--- config.mk ---
export PLATFORM = sky130hd
export DESIGN_NAME = preemptive_priority_scheduler_core
export DESIGN_NICKNAME = d
export VERILOG_FILES = /design/src/hw/rtl/ppsch_pkg.sv /design/src/hw/rtl/ppsch_cell.sv /design/src/hw/rtl/preemptive_priority_scheduler_core.sv
export SDC_FILE = /design/constraint.sdc
export NUM_CORES = 2
export LEC_CHECK = 0
export ABC_CLOCK_PERIOD_IN_PS = 8300
export BUFFER_PORTS_ARGS = -buffer_cell sky130_fd_sc_hd__buf_2
export CORE_MARGIN = 5
export CORE_UTILIZATION = 45
export CTS_BUF_LIST = sky130_fd_sc_hd__clkbuf_8
export DETAILED_ROUTE_END_ITERATION = 6
export GPL_TIMING_DRIVEN = 0
export SETUP_SLACK_MARGIN = 0.5
export SYNTH_ARGS = -nofsm -noshare
export SYNTH_HDL_FRONTEND = slang
export SYNTH_SLANG_ARGS = --single-unit
--- constraint.sdc ---
create_clock -name clk_i -period 8.3 [get_ports clk_i]
set_clock_uncertainty 0.15 [all_clocks]
set_input_delay 0 -clock clk_i [delete_from_list [all_inputs] [get_ports clk_i]]
set_output_delay 0 -clock clk_i [all_outputs]
set_load 0.1 [all_outputs]
--- src/hw/rtl/ppsch_pkg.sv ---
// Shared types and constants for the preemptive priority scheduler.
// No dependencies; imported by ppsch_cell and the core top level.
`default_nettype none

package ppsch_pkg;

  localparam int TIME_W     = 16;
  localparam int PRIO_W     = 8;
  localparam int SLOT_W     = 4;
  localparam int OP_W       = 2;
  localparam int IN_DATA_W  = 48;
  localparam int OUT_DATA_W = 88;

  typedef enum logic [OP_W-1:0] {
    OP_LOAD  = 2'd0,
    OP_TICK  = 2'd1,
    OP_CLEAR = 2'd2
  } op_e;

  typedef enum logic [1:0] {
    ST_IDLE,
    ST_SCAN,
    ST_UPDATE
  } state_e;

  // Busy-slot count saturating at two: enough to decide all_done.
  localparam logic [1:0] BUSY_NONE = 2'd0;
  localparam logic [1:0] BUSY_ONE  = 2'd1;
  localparam logic [1:0] BUSY_MANY = 2'd2;

  // Best-so-far candidate handed from cell to cell.
  typedef struct packed {
    logic              valid;
    logic [PRIO_W-1:0] prio;
    logic [TIME_W-1:0] arrival;
    logic [TIME_W-1:0] burst;
    logic [TIME_W-1:0] remaining;
    logic [1:0]        busy;
  } token_t;

  // Broadcast command from the sequencer to every cell.
  typedef struct packed {
    logic              clear;
    logic              load;
    logic [SLOT_W-1:0] load_slot;
    logic [TIME_W-1:0] load_arrival;
    logic [TIME_W-1:0] load_burst;
    logic [PRIO_W-1:0] load_prio;
    logic              dec;
    logic [TIME_W-1:0] time_now;
  } cell_cmd_t;

endpackage

`default_nettype wire

--- src/hw/rtl/ppsch_cell.sv ---
// One task slot of the scheduler chain plus its stage of the min-priority scan.
// Depends on ppsch_pkg (token_t, cell_cmd_t).
`default_nettype none

module ppsch_cell #(
  parameter int IDX = 0,
  parameter int SW  = 4
) (
  input  wire                       clk_i,
  input  wire                       rst_ni,
  input  wire ppsch_pkg::cell_cmd_t cmd_i,
  input  wire [SW-1:0]              dec_slot_i,
  input  wire ppsch_pkg::token_t    tok_i,
  input  wire [SW-1:0]              tok_slot_i,
  output ppsch_pkg::token_t         tok_o,
  output logic [SW-1:0]             tok_slot_o
);
  import ppsch_pkg::*;

  localparam int IW = (SW > SLOT_W) ? SW : SLOT_W;

  logic              loaded_q, loaded_d;
  logic [TIME_W-1:0] arr_q, arr_d;
  logic [TIME_W-1:0] burst_q, burst_d;
  logic [TIME_W-1:0] rem_q, rem_d;
  logic [PRIO_W-1:0] prio_q, prio_d;
  token_t            tok_q, tok_d;
  logic [SW-1:0]     slot_q, slot_d;

  logic busy, ready, better, load_hit, dec_hit;

  assign load_hit = cmd_i.load && (IW'(cmd_i.load_slot) == IW'(IDX));
  assign dec_hit  = cmd_i.dec && (dec_slot_i == SW'(IDX));

  assign busy  = loaded_q && (rem_q != '0);
  assign ready = busy && (arr_q <= cmd_i.time_now);
  // Strict compare keeps the earlier slot on a full tie.
  assign better = ready && (!tok_i.valid || (prio_q < tok_i.prio) ||
                  ((prio_q == tok_i.prio) && (arr_q < tok_i.arrival)));

  always_comb begin
    loaded_d = loaded_q;
    arr_d    = arr_q;
    burst_d  = burst_q;
    rem_d    = rem_q;
    prio_d   = prio_q;
    if (cmd_i.clear) begin
      loaded_d = 1'b0;
    end else if (load_hit) begin
      loaded_d = 1'b1;
      arr_d    = cmd_i.load_arrival;
      burst_d  = cmd_i.load_burst;
      rem_d    = cmd_i.load_burst;
      prio_d   = cmd_i.load_prio;
    end else if (dec_hit) begin
      rem_d = rem_q - TIME_W'(1);
    end
  end

  always_comb begin
    tok_d  = tok_i;
    slot_d = tok_slot_i;
    if (better) begin
      tok_d.valid     = 1'b1;
      tok_d.prio      = prio_q;
      tok_d.arrival   = arr_q;
      tok_d.burst     = burst_q;
      tok_d.remaining = rem_q;
      slot_d          = SW'(IDX);
    end
    if (busy) begin
      tok_d.busy = (tok_i.busy == BUSY_NONE) ? BUSY_ONE : BUSY_MANY;
    end
  end

  always_ff @(posedge clk_i or negedge rst_ni) begin
    if (!rst_ni) begin
      loaded_q <= 1'b0;
      tok_q    <= '0;
      slot_q   <= '0;
    end else begin
      loaded_q <= loaded_d;
      tok_q    <= tok_d;
      slot_q   <= slot_d;
    end
  end

  always_ff @(posedge clk_i) begin
    arr_q   <= arr_d;
    burst_q <= burst_d;
    rem_q   <= rem_d;
    prio_q  <= prio_d;
  end

  assign tok_o      = tok_q;
  assign tok_slot_o = slot_q;

endmodule

`default_nettype wire

--- src/hw/rtl/preemptive_priority_scheduler_core.sv ---
// Preemptive priority scheduler: a chain of MAX_TASKS slot cells with a scan token.
// Load and clear are taken in idle. Tick: a scan through every cell, then an update
// that registers the result; new items are taken only in idle, and the update
// stalls while the previous result waits on m_axis_tready.
// Reset (async, active low) empties every slot, zeroes time and start_time.
// Depends on ppsch_pkg and ppsch_cell.
`default_nettype none

module preemptive_priority_scheduler_core #(
  parameter int MAX_TASKS = 16
) (
  input  wire         clk_i,
  input  wire         rst_ni,
  // configuration: start_time[15:0]
  input  wire         cfg_valid_i,
  output logic        cfg_ready_o,
  input  wire  [15:0] cfg_data_i,
  // input stream
  input  wire         s_axis_tvalid,
  output logic        s_axis_tready,
  // slot[3:0], arrival_time[19:4], burst[35:20], priority_req[43:36], zero[47:44]
  input  wire  [ppsch_pkg::IN_DATA_W-1:0] s_axis_tdata,
  // op[1:0]
  input  wire  [ppsch_pkg::OP_W-1:0]      s_axis_tuser,
  // result stream
  output logic        m_axis_tvalid,
  input  wire         m_axis_tready,
  // run_slot[3:0], remaining[19:4], completed[20], finish_time[36:21],
  // turnaround[52:37], waiting[68:53], all_done[69], time_now[85:70], zero[87:86]
  output logic [ppsch_pkg::OUT_DATA_W-1:0] m_axis_tdata,
  // run_valid[0]
  output logic        m_axis_tuser
);
  import ppsch_pkg::*;

  localparam int SW = (MAX_TASKS > 1) ? $clog2(MAX_TASKS) : 1;
  localparam int CW = SW;

  // ---------------------------------------------------------------------------
  // Sequencer and shared registers
  // ---------------------------------------------------------------------------
  state_e            state_q, state_d;
  logic [CW-1:0]     cnt_q, cnt_d;
  logic [TIME_W-1:0] time_q, time_d;
  logic [TIME_W-1:0] start_time_q;

  // output register
  logic              out_valid_q, out_valid_d;
  logic              out_run_q;
  logic [SLOT_W-1:0] out_slot_q;
  logic [TIME_W-1:0] out_rem_q;
  logic              out_comp_q;
  logic [TIME_W-1:0] out_fin_q;
  logic [TIME_W-1:0] out_tat_q;
  logic [TIME_W-1:0] out_wait_q;
  logic              out_done_q;
  logic [TIME_W-1:0] out_time_q;
  logic              out_load;

  cell_cmd_t         cmd;
  logic              in_xfer;
  op_e               op;

  // chain taps: index k is the token entering cell k
  token_t            tok   [MAX_TASKS+1];
  logic [SW-1:0]     tslot [MAX_TASKS+1];
  token_t            best;
  logic [SW-1:0]     best_slot;

  logic [TIME_W-1:0] time_next, rem_next, tat, wait_v;
  logic              done_next;

  assign cfg_ready_o   = 1'b1;
  assign s_axis_tready = (state_q == ST_IDLE);
  assign in_xfer       = s_axis_tvalid && s_axis_tready;
  assign op            = op_e'(s_axis_tuser);

  assign best      = tok[MAX_TASKS];
  assign best_slot = tslot[MAX_TASKS];

  assign time_next = (time_q == '1) ? time_q : time_q + TIME_W'(1);
  assign rem_next  = best.remaining - TIME_W'(1);
  // Picked task has arrival <= time, so this never wraps.
  assign tat       = time_next - best.arrival;
  assign wait_v    = (tat >= best.burst) ? tat - best.burst : '0;
  assign done_next = (best.busy == BUSY_NONE) ||
                     ((best.busy == BUSY_ONE) && best.valid &&
                      (best.remaining == TIME_W'(1)));

  always_comb begin
    state_d  = state_q;
    cnt_d    = cnt_q;
    time_d   = time_q;
    out_load = 1'b0;

    cmd              = '0;
    cmd.load_slot    = s_axis_tdata[3:0];
    cmd.load_arrival = s_axis_tdata[19:4];
    cmd.load_burst   = s_axis_tdata[35:20];
    cmd.load_prio    = s_axis_tdata[43:36];
    cmd.time_now     = time_q;

    unique case (state_q)
      ST_IDLE: begin
        if (in_xfer) begin
          unique case (op)
            OP_LOAD:  cmd.load = 1'b1;
            OP_CLEAR: begin
              cmd.clear = 1'b1;
              time_d    = start_time_q;
            end
            OP_TICK: begin
              state_d = ST_SCAN;
              cnt_d   = '0;
            end
            default: ;
          endcase
        end
      end
      ST_SCAN: begin
        // token must pass through every cell before it leaves the last one
        cnt_d = cnt_q + CW'(1);
        if (cnt_q == CW'(MAX_TASKS - 1)) begin
          state_d = ST_UPDATE;
        end
      end
      ST_UPDATE: begin
        if (!out_valid_q || m_axis_tready) begin
          out_load = 1'b1;
          cmd.dec  = best.valid;
          time_d   = time_next;
          state_d  = ST_IDLE;
        end
      end
      default: state_d = ST_IDLE;
    endcase
  end

  always_comb begin
    out_valid_d = out_valid_q;
    if (m_axis_tvalid && m_axis_tready) begin
      out_valid_d = 1'b0;
    end
    if (out_load) begin
      out_valid_d = 1'b1;
    end
  end

  always_ff @(posedge clk_i or negedge rst_ni) begin
    if (!rst_ni) begin
      state_q      <= ST_IDLE;
      cnt_q        <= '0;
      time_q       <= '0;
      start_time_q <= '0;
      out_valid_q  <= 1'b0;
    end else begin
      state_q     <= state_d;
      cnt_q       <= cnt_d;
      time_q      <= time_d;
      out_valid_q <= out_valid_d;
      if (cfg_valid_i && cfg_ready_o) begin
        start_time_q <= cfg_data_i;
      end
    end
  end

  // Result payload; finish, turnaround and wait are zero unless the run completes.
  always_ff @(posedge clk_i) begin
    if (out_load) begin
      out_run_q  <= best.valid;
      out_slot_q <= best.valid ? SLOT_W'(best_slot) : '0;
      out_rem_q  <= best.valid ? rem_next : '0;
      out_comp_q <= best.valid && (rem_next == '0);
      out_fin_q  <= (best.valid && (rem_next == '0)) ? time_next : '0;
      out_tat_q  <= (best.valid && (rem_next == '0)) ? tat : '0;
      out_wait_q <= (best.valid && (rem_next == '0)) ? wait_v : '0;
      out_done_q <= done_next;
      out_time_q <= time_next;
    end
  end

  assign m_axis_tvalid = out_valid_q;
  assign m_axis_tuser  = out_run_q;
  assign m_axis_tdata  = {2'b00, out_time_q, out_done_q, out_wait_q, out_tat_q,
                          out_fin_q, out_comp_q, out_rem_q, out_slot_q};

  // ---------------------------------------------------------------------------
  // Cell chain: the head sees an empty candidate every cycle.
  // ---------------------------------------------------------------------------
  assign tok[0]   = '0;
  assign tslot[0] = '0;

  for (genvar g = 0; g < MAX_TASKS; g++) begin : g_cell
    ppsch_cell #(
      .IDX (g),
      .SW  (SW)
    ) u_cell (
      .clk_i      (clk_i),
      .rst_ni     (rst_ni),
      .cmd_i      (cmd),
      .dec_slot_i (best_slot),
      .tok_i      (tok[g]),
      .tok_slot_i (tslot[g]),
      .tok_o      (tok[g+1]),
      .tok_slot_o (tslot[g+1])
    );
  end

  // ---------------------------------------------------------------------------
  // Assertions
  // ---------------------------------------------------------------------------
  a_result_from_update: assert property (@(posedge clk_i) disable iff (!rst_ni)
    $rose(m_axis_tvalid) |-> $past(state_q == ST_UPDATE))
    else $error("result raised outside the update step");

  a_pick_has_work: assert property (@(posedge clk_i) disable iff (!rst_ni)
    (state_q == ST_UPDATE) && best.valid |-> best.remaining != '0)
    else $error("scan picked a slot with no work left");

  a_completed_consistent: assert property (@(posedge clk_i) disable iff (!rst_ni)
    m_axis_tvalid && out_comp_q |-> out_run_q && (out_rem_q == '0))
    else $error("completion reported without a finished run");

  a_scan_count: assert property (@(posedge clk_i) disable iff (!rst_ni)
    (state_q == ST_SCAN) |-> (cnt_q <= CW'(MAX_TASKS - 1)))
    else $error("scan counter past the last cell");

endmodule

`default_nettype wire
* After elaboration in Yosys (flattened, before gate mapping)
Index checks and enable logic that the tools add are counted.
Storage, ports and cells: register bits 2022, input port bits 71, output and inout port bits 92, word-level logic and storage cells 735
Cells by class: add/subtract/negate cells 21, order comparisons 47, equal/unequal tests 58, mux-type cells 149, bitwise operators 1, reduce and logical (&&, ||, !) cells 255
Operator list (count):
- $mux 57 | 16
- $mux 16 | 36
- $sub 16x1->16 const B | 17
- $le 16x16->1 | 16
- $reduce_bool 16->1 | 16
- $lt 16x16->1 | 15
- $eq 8x8->1 | 15
- $lt 8x8->1 | 15
- $logic_and 1x1->1 | 99
- $mux 2 | 38
- $reduce_bool 2->1 | 35
- $eq 4x4->1 const B | 17
- $reduce_and 2->1 | 33
- $mux 1 | 42
- $mux 4 | 10
- $logic_not 2->1 | 18
- $eq 4x3->1 const B | 8
- $logic_or 1x1->1 | 32
- $pmux 16 s2 | 1
- $sub 16x16->16 | 2
- $add 16x1->16 const B | 1
- $eq 16x1->1 const B | 1
- $eq 16x16->1 const B | 1
- $eq 4x2->1 const B | 4
- 16 further kinds | 43

* Depth between registers and ports, before layout
depth after elaboration 7, gate-level depth with buffers 24, mapped depth without buffers 22

* Hierarchy
Synthesis repeated with hierarchy kept, for this count alone.
Unflattened totals: cell total of the unflattened synthesis 7256, area, all modules 96721.5 um^2
By module, submodules not included:
- ppsch_cell (g_cell[10].u_cell ...) | times used 3, cells each 411, area each 5677.9 um^2, seq. area each 3283.1 um^2
- ppsch_cell (g_cell[1].u_cell ...) | times used 2, cells each 411, area each 5680.4 um^2, seq. area each 3283.1 um^2
- ppsch_cell (g_cell[13].u_cell ...) | times used 2, cells each 412, area each 5487.8 um^2, seq. area each 3283.1 um^2
- ppsch_cell (g_cell[11].u_cell ...) | times used 2, cells each 410, area each 5484.0 um^2, seq. area each 3283.1 um^2
- preemptive_priority_scheduler_core | times used 1, cells each 684, area each 7214.4 um^2, seq. area each 3588.4 um^2
- ppsch_cell (g_cell[0].u_cell) | times used 1, cells each 411, area each 5676.7 um^2, seq. area each 3283.1 um^2
- ppsch_cell (g_cell[12].u_cell) | times used 1, cells each 410, area each 5672.9 um^2, seq. area each 3283.1 um^2
- ppsch_cell (g_cell[4].u_cell) | times used 1, cells each 410, area each 5670.4 um^2, seq. area each 3283.1 um^2
- ppsch_cell (g_cell[3].u_cell) | times used 1, cells each 410, area each 5666.7 um^2, seq. area each 3283.1 um^2
- ppsch_cell (g_cell[9].u_cell) | times used 1, cells each 412, area each 5549.1 um^2, seq. area each 3283.1 um^2
- ppsch_cell (g_cell[15].u_cell) | times used 1, cells each 410, area each 5481.5 um^2, seq. area each 3283.1 um^2
- ppsch_cell (g_cell[8].u_cell) | times used 1, cells each 410, area each 5451.5 um^2, seq. area each 3283.1 um^2

* Least setup slack after synthesis
No wires, ideal clock.
path type register to register, start point reg time_q[0], end point reg out_wait_q[10] (data pin), arrival time 5.661 ns, data required time 8.010 ns, setup slack 2.350 ns, cell stages (with the launch flop) 24, clock period less this slack 5.950 ns, cell sequence dfrtp_1 -> ha_1 -> nand4_1 -> nor4b_1 -> nand4_1 -> clkbuf_1 -> mux2i_1 -> inv_1 -> ha_1 -> nor2b_1 -> o2111a_1 -> nor3_1 -> o21a_1 -> o21ai_0 -> xor2_1 -> ha_1 -> nand3_1 -> or3b_2 -> o211ai_1 -> nor2_1 -> or3_1 -> clkbuf_1 -> clkbuf_1 -> nor2_1
Between the ends: word-level cells in the longest chain between the ends 5, elaborated cells on any way between the ends 7, those cells by class add/sub: 3; order compare: 1; eq/ne: 1; mux: 1; reduce/logical: 1
RTL lines:
- start, declared | line preemptive_priority_scheduler_core.sv:44 | logic [TIME_W-1:0] time_q, time_d;
- start signal, assigned | line preemptive_priority_scheduler_core.sv:159 | time_q <= time_d;
- $add 16x1->16 / $eq 16x16->1 (equally long branches) | line preemptive_priority_scheduler_core.sv:81 | assign time_next = (time_q == '1) ? time_q : time_q + TIME_W'(1);
- $mux 16 * | line preemptive_priority_scheduler_core.sv:81
- named net time_next[1] | line preemptive_priority_scheduler_core.sv:70 | logic [TIME_W-1:0] time_next, rem_next, tat, wait_v;
- $sub 16x16->16 * | line preemptive_priority_scheduler_core.sv:84 | assign tat = time_next - best.arrival;
- named net tat[11] | line preemptive_priority_scheduler_core.sv:70
- $ge 16x16->1 * | line preemptive_priority_scheduler_core.sv:85 | assign wait_v = (tat >= best.burst) ? tat - best.burst : '0;
- $reduce_and 2->1 (no line) *
- end signal, assigned | line preemptive_priority_scheduler_core.sv:176 | out_wait_q <= (best.valid && (rem_next == '0)) ? wait_v : '0;
- end, declared | line preemptive_priority_scheduler_core.sv:55 | logic [TIME_W-1:0] out_wait_q;
The timed path passes the listed nets; every way through them passes the cells marked *. A chain may end at the register's enable or synchronous reset.

* Worst setup path after layout
start point reg time_q[0], end point reg out_wait_q[14] (data pin)
Between the ends: word-level cells in the longest chain between the ends 5, elaborated cells on any way between the ends 7, those cells by class add/sub: 3; order compare: 1; eq/ne: 1; mux: 1; reduce/logical: 1
RTL lines (line):
- $add 16x1->16 / $eq 16x16->1 (equally long branches) | preemptive_priority_scheduler_core.sv:81
- $mux 16 * | preemptive_priority_scheduler_core.sv:81
- $sub 16x16->16 * | preemptive_priority_scheduler_core.sv:84
- named net tat[10] | preemptive_priority_scheduler_core.sv:70
- $ge 16x16->1 | preemptive_priority_scheduler_core.sv:85
- $reduce_and 2->1 (no line)
Marked as above.

==> flow_summary.yaml <==
flow_run:
  max_cap_violations: 0
final_layout:
  area_delta_synth_final_pct: 13.9
  final_instance_count_excl_fillers: 10500
  layout.area.seq_um2: 55500
  multi_input_area_um2: 33200
  final_design_area_no_fill_um2: 104000
  nNetsFinal: 8262
  post_route_cells_drive_above_1_share: 0.208
  finalCoreUtilization: 0.516
  nFillCells: 17100
placement:
  detailed_place_hpwl_um: 149000
  io_buffers: 152
  gpl.final_weighted_congestion: 0.909
  numPlacedInstances: 9711
  cell_area_after_placement_um2: 96000
clocking:
  cts_buffers: 342
  clockRootBuffer: "sky130_fd_sc_hd__clkbuf_8"
  cts_tree: "built"
  cts-htree-levels: 5
  cts_setup_buffers: 0
  clkTransAtPathRegs_ns: 0.06
  clkSinkCount: 2022
  clock_tree.buffer_depth: 4
  clkLatencyLatePin_ns: 1.01
route:
  met2RoutedLength_um: 92700
  drt_first_iter_violations: 3238
  met1_length_um: 95300
  avgViaCountPerCell: 5.13
  routed_wirelength_um: 205000
  routed-wl-met3_um: 8990
  drt-pass1-iter-count: 6
  detail-route-antenna-nets: 0
  drc: 0
  wire_per_inst_um: 19.6
  highest-signal-layer: "met4"
  route.vias.total: 53800
worst_setup_path:
  required_ns: 8.99
  cp_capture_type: "register"
  path_class: "register to register"
  worst-r2r-cell-count: 23
  worst_ep_arrival_time_ns: 7.83
  path_max_fanout: 22
  startpoint_type: "register"
  crit-reg2reg-launch: "time_q[0]"
  crit-reg2reg-capture: "out_wait_q[14]"
  timing.reg2reg.setup_slack_ns: 1.15
min_path:
  whs_path_depth: 2
  min-delay-start: "s_axis_tdata[35]"
  hold_path_end: "g_cell[0].u_cell.burst_q[15]"
  min-delay-path-class: "primary input to register"
timing:
  final_min_period_over_clock_period: 0.861
  finalCriticalPeriod_ns: 7.15
  fmax_mhz: 140
  grt_setup_unrepaired: "false"
  finalSetupTns_ns: 0
  final_hold_violating_endpoints: 0
  timing_worst_slew_pin_value_ns: 1.37
  timing_max_transition_violations_final: 0
  timing.slew.headroom: 0.0807
  setup_viol_count_final: 0
yosys:
  synth-seq-cells: 2022
  mappedNetlistArea_um2: 91400
  seq_area_frac_synth: 0.607
  yosys_warnings: 0
  average_instance_area_after_synthesis_um2: 13.3
  synth_async_sr_flop_share: 0.514
  synth-edff-count: 983
  ys_types: 78
  synthesis.instances: 6867
  synth_ff_type: "sky130_fd_sc_hd__dfrtp_1"
die:
  die_w_um: 461
  core_area_um2: 202000
  rows: 165
  start_util: 0.452
  ios: 163
  die_h_um: 461
  floorplan.die_area_um2: 212000
global_routing:
  groute.usage.overall: 0.193
  grt-ovfl-total: 0
  antenna_found_initial: 15
  grt_start_max_net_pins: 180
  first_global_vias: 56900
  wire_length_of_the_first_global_routing_pass_um: 320000
power:
  power.leakage_nw: 44.5
  fin_total_pwr_mw: 29.8
  power.density_nw_per_um2: 286
  max-vdd-ir-drop_mv: 0.201
status:
  run_status: "finished, final reports clean"
-- worst max-delay path, stage by stage (launching register included) --
cell and delay [ns]:
sky130_fd_sc_hd__dfrtp_2 0.81, sky130_fd_sc_hd__ha_1 0.37, sky130_fd_sc_hd__nand4_1 0.21, sky130_fd_sc_hd__nor4b_2 0.48, sky130_fd_sc_hd__nand4_1 0.27, sky130_fd_sc_hd__clkbuf_1 0.34, sky130_fd_sc_hd__xnor2_1 0.59, sky130_fd_sc_hd__ha_1 0.31
sky130_fd_sc_hd__fa_1 0.22, sky130_fd_sc_hd__nor2b_1 0.07, sky130_fd_sc_hd__o31a_1 0.27, sky130_fd_sc_hd__o211ai_1 0.23, sky130_fd_sc_hd__nand2_1 0.11, sky130_fd_sc_hd__a21oi_1 0.19, sky130_fd_sc_hd__xnor2_1 0.17, sky130_fd_sc_hd__ha_1 0.42
sky130_fd_sc_hd__nand3_1 0.09, sky130_fd_sc_hd__or3b_2 0.46, sky130_fd_sc_hd__o211ai_1 0.18, sky130_fd_sc_hd__nor2_1 0.08, sky130_fd_sc_hd__or3_1 0.34, sky130_fd_sc_hd__clkbuf_1 0.19, sky130_fd_sc_hd__clkbuf_1 0.25, sky130_fd_sc_hd__nor2_1 0.15
-- state kept, by name, indices dropped and copies added (netlist names), 2 cells and up --
signal / count
g_cell.u_cell.tok_o: 935
g_cell.u_cell.arr_q: 256
g_cell.u_cell.burst_q: 256
g_cell.u_cell.rem_q: 256
g_cell.u_cell.prio_q: 128
g_cell.u_cell.tok_slot_o: 49
g_cell.u_cell.loaded_q: 16
out_fin_q: 16
out_rem_q: 16
out_tat_q: 16
out_time_q: 16
out_wait_q: 16
start_time_q: 16
time_q: 16
cnt_q: 4
out_slot_q: 4
state_q: 2
-- power by group --
part	total (mW)	leakage (nW)	switching [mW]	internal, mW
clock	8.49	3.90	3.85	4.63
sequential	13.1	22.9	0.801	12.3
combinational	8.28	17.7	4.47	3.81
-- worst max path at each step --
stage,from,endpoint,slack (ns),depth (start not counted)
floorplan,time_q[0],out_wait_q[10],2.35,23
finish,time_q[0],out_wait_q[14],1.15,23
CTS,time_q[0],out_wait_q[0],0.76,23
global placement,rst_ni,g_cell[0].u_cell.tok_o[6],-15.64,1
detailed placement,time_q[0],out_wait_q[14],0.37,23
global route,time_q[0],out_wait_q[8],0.53,22
-- layout by cell type (no fill, tap or decap), types with 62 or more instances in the layout --
cell / instances
sky130_fd_sc_hd__nand3_1: 89
sky130_fd_sc_hd__inv_1: 604
sky130_fd_sc_hd__nand2b_1: 66
sky130_fd_sc_hd__nand4_1: 90
sky130_fd_sc_hd__ha_1: 654
sky130_fd_sc_hd__nor3_1: 84
sky130_fd_sc_hd__xnor2_1: 177
sky130_fd_sc_hd__nand2_1: 357
sky130_fd_sc_hd__o21ai_0: 171
sky130_fd_sc_hd__dlygate4sd3_1: 151
sky130_fd_sc_hd__clkbuf_1: 126
sky130_fd_sc_hd__edfxtp_1: 983
sky130_fd_sc_hd__dfrtp_1: 1038
sky130_fd_sc_hd__mux2_2: 801
sky130_fd_sc_hd__clkbuf_8: 422
sky130_fd_sc_hd__a21o_1: 62
sky130_fd_sc_hd__a21oi_1: 370
sky130_fd_sc_hd__buf_2: 181
sky130_fd_sc_hd__xor2_1: 78
sky130_fd_sc_hd__and2_1: 97
sky130_fd_sc_hd__nor2_1: 412
-- metrics by stage --
step           worst slack [ns]  hold slack (ns)
2_1_floorplan              2.35           -0.446
6_report                   1.15           0.0530
4_1_cts                   0.755          0.00521
3_5_place_dp              0.366           -0.185
5_1_grt                   0.528          0.00669
3_3_place_gp             -15.64           0.0828
-- Yosys cell counts (90+ instances only) --
cell type / instances / area share
sky130_fd_sc_hd__edfxtp_1: 983 / 0.32
sky130_fd_sc_hd__o21ai_0: 184 / 0.010
sky130_fd_sc_hd__clkbuf_1: 131 / 0.0054
sky130_fd_sc_hd__a21oi_1: 370 / 0.020
sky130_fd_sc_hd__ha_1: 654 / 0.089
sky130_fd_sc_hd__nand4_1: 90 / 0.0062
sky130_fd_sc_hd__dfrtp_1: 1039 / 0.28
sky130_fd_sc_hd__inv_1: 492 / 0.020
sky130_fd_sc_hd__nor2_1: 412 / 0.017
sky130_fd_sc_hd__and2_1: 97 / 0.0066
sky130_fd_sc_hd__mux2_2: 801 / 0.099
sky130_fd_sc_hd__xnor2_1: 177 / 0.017
sky130_fd_sc_hd__nand2_1: 357 / 0.015
-- cell type report --
type / count / area share
sequential: 2022 / 0.533
multi-input combinational: 4149 / 0.319
clock buffer: 422 / 0.0557
tap: 2672 / 0.0321
timing repair buffer: 323 / 0.0255
inverter: 492 / 0.0177
buffer: 205 / 0.00917
clock inverter: 187 / 0.00790
antenna: 9 / 0.000216
-- cells by family after synthesis --
family,after synthesis,synth area share
flip-flops,2022,0.607
AND/OR/NAND/NOR,1481,0.0798
AO/OA/AOI/OAI,891,0.0596
multiplexers,863,0.108
buffers and inverters,697,0.0306
adder cells (fa/ha/maj),656,0.0899
XOR/XNOR,255,0.0244
other,2,0.0000821
-- routing by layer --
layer | GRT usage | up-vias
li1 | - | 26100
met1 | 0.267 | 26000
met2 | 0.306 | 1223
met3 | 0.0293 | 456
met4 | 0.0795 | 0
met5 | 0 | -
-- repair_timing --
item,in CTS,in global routing
resized for setup,1,2
endpoints found under the setup margin,11,16
hold buffers,152,0
hold endpoints to repair,1332,0
(Power assumes the default switching activity.)
